$ cat src/rtl/core/selective_repeat_receive_window_assert.svh
// Assertion macros for the selective-repeat receive window.
// Included by the top level; define NO_ASSERTIONS to leave them out.
`ifndef SELECTIVE_REPEAT_RECEIVE_WINDOW_ASSERT_SVH
`define SELECTIVE_REPEAT_RECEIVE_WINDOW_ASSERT_SVH
`ifndef NO_ASSERTIONS
`define SRW_ASSERT(label, clk, rst_n, prop, msg) \
  label: assert property (@(posedge clk) disable iff (!rst_n) prop) else $error(msg);
`define SRW_ASSERT_NR(label, clk, prop, msg) \
  label: assert property (@(posedge clk) prop) else $error(msg);
`else
`define SRW_ASSERT(label, clk, rst_n, prop, msg)
`define SRW_ASSERT_NR(label, clk, prop, msg)
`endif
`endif

$ cat src/rtl/core/srw_pkg.sv
// Shared types and constants for the selective-repeat receive window.
// No dependencies.
package srw_pkg;
  localparam int WindowDef = 16;
  localparam int SegBytesDef = 1000;
  localparam int PosW = 16;
  localparam int OffW = 25;
  localparam int LenW = 10;
  localparam int TimeW = 32;
  localparam int TotW = 25;
  localparam int RenW = 16;
  localparam int CfgDataW = 25;

  localparam logic [1:0] ModeStart = 2'd0;
  localparam logic [1:0] ModeTick = 2'd1;
  localparam logic [1:0] ModeArrival = 2'd2;
  localparam logic KindRequest = 1'b0;
  localparam logic KindDeliver = 1'b1;
  localparam logic CfgTotal = 1'b0;
  localparam logic CfgRenewal = 1'b1;

  typedef struct packed {
    logic [1:0] mode;
    logic [30:0] arrival_offset;
    logic [15:0] arrival_length;
  } in_item_t;

  typedef struct packed {
    logic kind;
    logic [15:0] segment_index;
    logic [24:0] byte_offset;
    logic [9:0] byte_length;
    logic last;
  } out_item_t;

  // Control handed from the sequencer to every cell in a cycle.
  typedef struct packed {
    logic rotate;
    logic req_head;
    logic clr_head;
    logic set_ld;
  } cell_ctl_t;
endpackage

$ cat src/rtl/core/srw_cell.sv
// One window slot: loaded and requested flags and last request time.
// Depends on srw_pkg. Cells form a ring that rotates by one on a slide.
module srw_cell (
  input  logic clk,
  input  logic rst_n,
  input  srw_pkg::cell_ctl_t ctl,
  input  logic is_head,
  input  logic sel_ld,
  input  logic [srw_pkg::TimeW-1:0] now,
  input  logic prev_ld,
  input  logic prev_rq,
  input  logic [srw_pkg::TimeW-1:0] prev_tm,
  output logic ld,
  output logic rq,
  output logic [srw_pkg::TimeW-1:0] tm
);
  import srw_pkg::*;
  logic ld_r, ld_nxt, rq_r, rq_nxt;
  logic [TimeW-1:0] tm_r, tm_nxt;

  always_comb begin
    ld_nxt = ld_r;
    rq_nxt = rq_r;
    tm_nxt = tm_r;
    if (ctl.rotate) begin
      ld_nxt = prev_ld;
      rq_nxt = prev_rq;
      tm_nxt = prev_tm;
    end else if (ctl.req_head && is_head) begin
      rq_nxt = 1'b1;
      tm_nxt = now;
    end else if (ctl.clr_head && is_head) begin
      ld_nxt = 1'b0;
      rq_nxt = 1'b0;
    end else if (ctl.set_ld && sel_ld) begin
      ld_nxt = 1'b1;
    end
  end

  always_ff @(posedge clk) begin
    if (!rst_n) begin
      ld_r <= 1'b0;
      rq_r <= 1'b0;
    end else begin
      ld_r <= ld_nxt;
      rq_r <= rq_nxt;
    end
    tm_r <= tm_nxt;
  end

  assign ld = ld_r;
  assign rq = rq_r;
  assign tm = tm_r;
endmodule

$ cat src/rtl/core/selective_repeat_receive_window.sv
// Channel  | Ports                        | Transfer
// input    | start, busy, in_item         | start high while busy low
// result   | out_valid, out_item          | one cycle per strobe, no stall
// config   | cfg_we, cfg_index, cfg_data  | any edge with cfg_we high
// Cells form a ring; cell 0 holds the slot of the window base and a slide rotates the ring.
// Start and tick walk the WINDOW positions of the ring, one result at most per cycle, and
// then pass through a closing state. An arrival is checked in two states, each released
// segment takes a release state and a slide state, and a closing state ends a release. The
// final result leaves through the holding register, and busy stays high until it has gone.
// Reset is synchronous and needs no clearing pass; results cannot be held off.
// Depends on srw_pkg, srw_cell and the assertion header.
`include "selective_repeat_receive_window_assert.svh"
module selective_repeat_receive_window #(
  parameter int WINDOW = srw_pkg::WindowDef,
  parameter int SEGMENT_BYTES = srw_pkg::SegBytesDef
) (
  input  logic clk,
  input  logic rst_n,
  input  logic start,
  output logic busy,
  input  srw_pkg::in_item_t in_item,
  output logic out_valid,
  output srw_pkg::out_item_t out_item,
  input  logic cfg_we,
  input  logic cfg_index,
  input  logic [srw_pkg::CfgDataW-1:0] cfg_data
);
  import srw_pkg::*;
  localparam int IW = (WINDOW > 1) ? $clog2(WINDOW) : 1;
  localparam int CW = $clog2(WINDOW + 1);

  typedef enum logic [6:0] {
    S_IDLE = 7'b0000001, S_SCAN = 7'b0000010, S_CHK1 = 7'b0000100,
    S_CHK2 = 7'b0001000, S_REL = 7'b0010000, S_NEW = 7'b0100000,
    S_END = 7'b1000000
  } st_t;

  st_t st_r, st_nxt;
  logic [TotW-1:0] total_r;
  logic [RenW-1:0] ren_r;
  logic [PosW-1:0] base_r, base_nxt;
  logic [TimeW-1:0] now_r, now_nxt;
  logic [CW-1:0] cnt_r, cnt_nxt;
  logic tick_r, tick_nxt;
  in_item_t item_r;
  logic [WINDOW-1:0] hit, hit_r, hit_nxt;
  logic [IW-1:0] aidx, aidx_r, aidx_nxt;
  logic [40:0] dlt;
  logic ok_r, ok_nxt;
  out_item_t res_r, res_nxt;
  logic vld_r, vld_nxt;
  logic ent_rq;
  cell_ctl_t ctl;
  logic [WINDOW-1:0] ld, rq;
  logic [TimeW-1:0] tm [WINDOW];

  // Current position under test and its length.
  logic [PosW+1:0] pos;
  logic [40:0] bstart;
  logic [LenW+2:0] plen;
  logic [IW-1:0] hidx;
  logic cur_ld, cur_rq;
  logic [TimeW-1:0] cur_tm;

  always_comb begin
    unique case (st_r)
      S_NEW: pos = {2'b0, base_r} + (PosW+2)'(WINDOW);
      S_SCAN: pos = {2'b0, base_r} + (PosW+2)'(cnt_r);
      S_CHK2: pos = {2'b0, base_r} + (PosW+2)'(aidx_r);
      default: pos = {2'b0, base_r};
    endcase
  end
  assign bstart = 41'(pos) * 41'(SEGMENT_BYTES);
  always_comb begin
    if (bstart >= 41'(total_r)) plen = '0;
    else if (41'(total_r) - bstart < 41'(SEGMENT_BYTES)) plen = (LenW+3)'(41'(total_r) - bstart);
    else plen = (LenW+3)'(SEGMENT_BYTES);
  end
  assign hidx = (st_r == S_SCAN) ? cnt_r[IW-1:0] : '0;
  assign cur_ld = ld[hidx];
  assign cur_rq = rq[hidx];
  assign cur_tm = tm[hidx];
  assign ent_rq = (st_r == S_NEW) && plen != '0;

  // Byte distance of the arrival from the window base; a slot matches only on an exact multiple.
  assign dlt = 41'(item_r.arrival_offset) - bstart;

  for (genvar g = 0; g < WINDOW; g++) begin : g_cell
    // The top cell takes in the segment that enters the window on a slide.
    srw_cell u_cell (
      .clk(clk), .rst_n(rst_n), .ctl(ctl), .is_head(hidx == IW'(g)),
      .sel_ld(hit_r[g]), .now(now_r),
      .prev_ld((g == WINDOW - 1) ? 1'b0 : ld[(g+1)%WINDOW]),
      .prev_rq((g == WINDOW - 1) ? ent_rq : rq[(g+1)%WINDOW]),
      .prev_tm((g == WINDOW - 1) ? now_r : tm[(g+1)%WINDOW]),
      .ld(ld[g]), .rq(rq[g]), .tm(tm[g])
    );
    assign hit[g] = dlt == 41'(g * SEGMENT_BYTES);
  end

  always_comb begin
    aidx = '0;
    for (int k = 0; k < WINDOW; k++) begin
      if (hit[k]) aidx = IW'(k);
    end
  end

  always_comb begin
    logic [31:0] age;
    st_nxt = st_r;
    base_nxt = base_r;
    now_nxt = now_r;
    cnt_nxt = cnt_r;
    tick_nxt = tick_r;
    hit_nxt = hit_r;
    aidx_nxt = aidx_r;
    ok_nxt = ok_r;
    vld_nxt = 1'b0;
    res_nxt = res_r;
    ctl = '0;
    age = now_r - cur_tm;
    res_nxt.segment_index = pos[PosW-1:0];
    res_nxt.byte_offset = bstart[OffW-1:0];
    res_nxt.byte_length = plen[LenW-1:0];
    res_nxt.last = 1'b0;
    res_nxt.kind = KindRequest;
    unique case (st_r)
      S_IDLE: if (start && !busy) begin
        cnt_nxt = '0;
        case (in_item.mode)
          ModeStart: begin st_nxt = S_SCAN; tick_nxt = 1'b0; end
          ModeTick: begin
            st_nxt = S_SCAN; tick_nxt = 1'b1; now_nxt = now_r + 1'b1;
          end
          ModeArrival: st_nxt = S_CHK1;
          default: st_nxt = S_IDLE;
        endcase
      end
      S_SCAN: begin
        if (cnt_r == CW'(WINDOW)) st_nxt = S_END;
        else begin
          cnt_nxt = cnt_r + 1'b1;
          if (plen != '0 && !cur_ld &&
              (!tick_r || (cur_rq && age >= 32'(ren_r)))) begin
            ctl.req_head = 1'b1;
            vld_nxt = 1'b1;
          end
        end
      end
      S_CHK1: begin
        hit_nxt = hit;
        aidx_nxt = aidx;
        ok_nxt = (|hit) && item_r.arrival_length != '0;
        st_nxt = S_CHK2;
      end
      S_CHK2: begin
        if (ok_r && 16'(plen) == item_r.arrival_length) begin
          ctl.set_ld = 1'b1;
          st_nxt = S_REL;
        end else st_nxt = S_IDLE;
      end
      S_REL: begin
        if (base_r != 16'hFFFF && plen != '0 && cur_ld && cnt_r < CW'(WINDOW)) begin
          res_nxt.kind = KindDeliver;
          vld_nxt = 1'b1;
          ctl.clr_head = 1'b1;
          cnt_nxt = cnt_r + 1'b1;
          st_nxt = S_NEW;
        end else st_nxt = S_END;
      end
      S_NEW: begin
        // Slide: rotate the ring and request the segment that moves in at the top.
        ctl.rotate = 1'b1;
        base_nxt = base_r + 1'b1;
        vld_nxt = ent_rq;
        st_nxt = S_REL;
      end
      S_END: st_nxt = S_IDLE;
      default: st_nxt = S_IDLE;
    endcase
  end

  always_ff @(posedge clk) begin
    if (!rst_n) begin
      st_r <= S_IDLE;
      base_r <= '0;
      now_r <= '0;
      cnt_r <= '0;
      tick_r <= 1'b0;
      ok_r <= 1'b0;
      vld_r <= 1'b0;
      total_r <= '0;
      ren_r <= 16'd214;
    end else begin
      st_r <= st_nxt;
      base_r <= base_nxt;
      now_r <= now_nxt;
      cnt_r <= cnt_nxt;
      tick_r <= tick_nxt;
      ok_r <= ok_nxt;
      vld_r <= vld_nxt;
      if (cfg_we) begin
        unique case (cfg_index)
          CfgTotal: total_r <= cfg_data[TotW-1:0];
          CfgRenewal: ren_r <= cfg_data[RenW-1:0];
          default: ;
        endcase
      end
    end
    hit_r <= hit_nxt;
    aidx_r <= aidx_nxt;
    res_r <= res_nxt;
    if (start && !busy) item_r <= in_item;
  end

  // Output holding register: one result per cycle; last marks the final one.
  out_item_t hold_r;
  logic hold_v_r;
  always_ff @(posedge clk) begin
    if (!rst_n) hold_v_r <= 1'b0;
    else if (vld_r) hold_v_r <= 1'b1;
    else if (st_r == S_IDLE) hold_v_r <= 1'b0;
    if (vld_r) hold_r <= res_r;
  end

  assign busy = st_r != S_IDLE || hold_v_r;
  assign out_valid = hold_v_r && (vld_r || st_r == S_IDLE);
  always_comb begin
    out_item = hold_r;
    out_item.last = st_r == S_IDLE && !vld_r;
  end

  `SRW_ASSERT(a_out_busy, clk, rst_n, out_valid |-> busy, "result outside busy")
  `SRW_ASSERT(a_base_step, clk, rst_n,
              (base_r != $past(base_r)) |-> $past(st_r == S_NEW), "base jump")
  `SRW_ASSERT(a_rel_ok, clk, rst_n, (st_r == S_REL) |-> $past(st_r == S_CHK2 ||
              st_r == S_NEW), "release out of order")
endmodule
$ cat config.mk
export PLATFORM = sky130hd
export DESIGN_NAME = selective_repeat_receive_window
export DESIGN_NICKNAME = d
export VERILOG_FILES = /design/src/rtl/core/srw_pkg.sv /design/src/rtl/core/srw_cell.sv /design/src/rtl/core/selective_repeat_receive_window.sv
export VERILOG_INCLUDE_DIRS = /design/src /design/src/rtl/core
export SDC_FILE = /design/constraint.sdc
export NUM_CORES = 2
export LEC_CHECK = 0
export BUFFER_PORTS_ARGS = -buffer_cell sky130_fd_sc_hd__buf_2
export CORE_MARGIN = 2
export CORE_UTILIZATION = 45
export CTS_BUF_LIST = sky130_fd_sc_hd__clkbuf_4 sky130_fd_sc_hd__clkbuf_8 sky130_fd_sc_hd__clkbuf_16
export DETAILED_ROUTE_END_ITERATION = 7
export HOLD_SLACK_MARGIN = 0.15
export MAX_ROUTING_LAYER = met4
export SYNTH_ARGS = -nofsm -noshare
export SYNTH_HDL_FRONTEND = slang
export SYNTH_SLANG_ARGS = --single-unit
$ cat constraint.sdc
create_clock -name clk -period 37.3 [get_ports clk]
set_clock_uncertainty 0.15 [all_clocks]
set_input_delay 11.19 -clock clk [delete_from_list [all_inputs] [get_ports clk]]
set_output_delay 11.19 -clock clk [all_outputs]
set_load 0.03 [all_outputs]
==> results.ini <==
[worst_setup_path]
worstRegToRegCells=44
crit_type=register to register
critPathCaptureType=register
cp_max_fo=20
crit_path_start_kind=register
cp-startpoint=st_r[6]
endpoint=g_cell[3].u_cell.tm[26]
required_ps=37520
critPathArrivalTime_ps=14720
reg2reg_from=st_r[6]
r2r_end=g_cell[3].u_cell.tm[26]
cp_slowest_stage_delay_ps=920
crit_slowest_cell=nor4_1
reg2reg_slack_ps=22800

[clocking]
cts-hold-fix-buffers=0
cts_buffers=89
clk-insertion-delay-late_ps=670
htreeDepth=3
clockBufferDepth=3
cts_tree=built
clk_pin_slew_ps=60
cts.sinks=810
cts_setup_buffers=0
cts_resized=0
root_buffer=clkbuf_16

[route]
vias_per_cell=6.06
post_drt_wl_per_cell_um=23.8
dr.pass1.iters=7
totalWireLength_um=127000
drc=0
antenna_left=0
num_vias=32389
dr.first_iter.drc_count=2975

[placement]
portBuffers=130
hpwl_um=83100
gp_congestion=0.927

[cells_and_area]
layout-drive-gt1-share=0.108
areaGrowthSynthToFinish_pct=10.8
nNetsFinal=4287
n_fill_cell=8751

[synth]
netlist_top_cells_area=edfxtp_1, a21o_1, dfxtp_1
synth_top_cell_by_area=edfxtp_1
netlist_area_mm2=0.0441
ys_ff_latch=810
synthCells=4004
yosys_most_used_dff=edfxtp_1
synth_cell_types=99
synth_edf_count=626
yosysSeqAreaShare=0.509
ys_warn_count=0
synth.avg_cell_area_um2=11.0
async_reset_ff_frac=0
synth_top_area_share=0.426
synth_top_cells_by_count=edfxtp_1, a21o_1, clkbuf_1, nand2_1, nor2_1
synth.most_common_cell=edfxtp_1

[sta]
finalSetupTns_ps=0
slew_violations=0
relSlewSlack=0.0913
finalSetupViolations=0
period_needed_ps=14500
hold_viol_final=0
rsz0062_at_grt=no
fmax_ghz=0.0690
worst_pin_slew_ps=1360
post-route-period-util=0.389

[global_route]
antenna_found_initial=7
grt_usage=0.260
grt_pass1_vias=31844
grt-ovfl-total=0
grt_pass1_wl_um=195000
grt_max_degree=198

[power]
p_leak_uw=0.0213
peakVddDrop_uv=43.2
p_total_uw=1990
p_per_area_mw_per_mm2=40.6

[outcome]
outcome=finished clean

[floorplanning]
rows=114
start_util=0.455
die_area_mm2=0.101
core_area_mm2=0.0970
die_h_um=317
ios=134
die_w_um=317

[min_path]
worstHoldStart=res_r[17]
min_path_type=register to register

[run]
max_cap_violations=0

-- worst min path at each step --
stage	to	cells past startpoint	slack, ps
global placement	out_item[18]	0	240
floorplan	out_item[10]	0	240
global route	out_item[22]	0	260
finish	out_item[17]	0	250
detailed placement	out_item[31]	0	240
CTS	out_item[17]	0	250
-- placed cells by master, fill, tap and decap left out, types with 20 or more instances in the layout --
| master | instances |
|---|---|
| nor3_1 | 51 |
| o21a_1 | 43 |
| xnor2_1 | 61 |
| or3_1 | 52 |
| and2_0 | 31 |
| clkbuf_4 | 29 |
| buf_2 | 130 |
| nand2_1 | 212 |
| ha_1 | 157 |
| nor2_1 | 206 |
| a21oi_1 | 151 |
| nand4_1 | 35 |
| a21o_1 | 531 |
| xor2_1 | 58 |
| nor4_1 | 46 |
| mux2i_1 | 136 |
| inv_1 | 179 |
| dfxtp_1 | 181 |
| buf_4 | 60 |
| nand3_1 | 71 |
| o21ai_0 | 147 |
| clkbuf_16 | 95 |
| and2_1 | 20 |
| and3_1 | 58 |
| a211oi_1 | 132 |
| edfxtp_1 | 626 |
| fa_1 | 61 |
| a221oi_1 | 94 |
-- sequential cells by signal (all words and copies together), names as in the netlist --
signal and count:
vld_r 1, g_cell.u_cell.rq 16, total_r 25, hold_v_r 1, cnt_r 5, st_r 7
aidx_r 4, ren_r 16, item_r 47, now_r 32, ok_r 1, out_item 47
base_r 16, g_cell.u_cell.tm 512, res_r 47, g_cell.u_cell.ld 16, hit_r 16, tick_r 1
-- power by group --
part           switching (uW)  internal (uW)  leakage (uW)
registers                8.22            971       0.00675
clock network             367            521       0.00149
logic                    75.7           41.9        0.0130
-- through the flow --
stage,std cells,area (um2),utilization,hold WS [ps],setup WS (ps)
5_1_grt,5345,48900,0.504,260,21800
3_5_place_dp,5175,45900,0.474,239,22980
4_1_cts,5339,48900,0.504,250,22970
6_report,5346,48900,0.504,251,22800
3_3_place_gp,5175,45900,0.474,238,23040
2_1_floorplan,4006,44100,-,236,23130
-- logic make-up after synthesis --
kind of cell	Yosys count	share of synthesized area
other	1	0.0000850
buffers and inverters	483	0.0421
AND/OR/NAND/NOR	899	0.103
XOR/XNOR	123	0.0255
AO/OA/AOI/OAI	1322	0.214
flip-flops	810	0.509
multiplexers	147	0.0337
adder cells (fa/ha/maj)	219	0.0724
-- routing by layer --
metal  vias to the layer above  routed length (um)  GRT usage
li1                      15025                   -          -
met1                     16180               57300      0.356
met2                      1006               59500      0.410
met3                       178                7480     0.0361
met4                         0                2970     0.0615
met5                         -                   0          -
-- area by class of cell --
type | instances | area (um2) | area share
clock inverters | 33 | 253 | 0.00517
well taps | 1276 | 1600 | 0.0327
clock buffers | 131 | 2690 | 0.0550
inverters | 184 | 694 | 0.0142
flip-flops and latches | 810 | 22500 | 0.460
repair buffers | 192 | 1140 | 0.0233
multi-input cells | 2713 | 20000 | 0.409
diodes | 7 | 17.5 | 0.000358
-- worst max-delay path, delay by kind of cell, from the launching register on --
kind | cells | cell delay [ps]
AO/OA/AOI/OAI | 12 | 3200
XOR/XNOR | 3 | 1070
adder cells (fa/ha/maj) | 8 | 3210
buffers and inverters | 5 | 840
flip-flops | 1 | 320
multiplexers | 1 | 400
AND/OR/NAND/NOR | 15 | 4960
(Power assumes the default switching activity.)
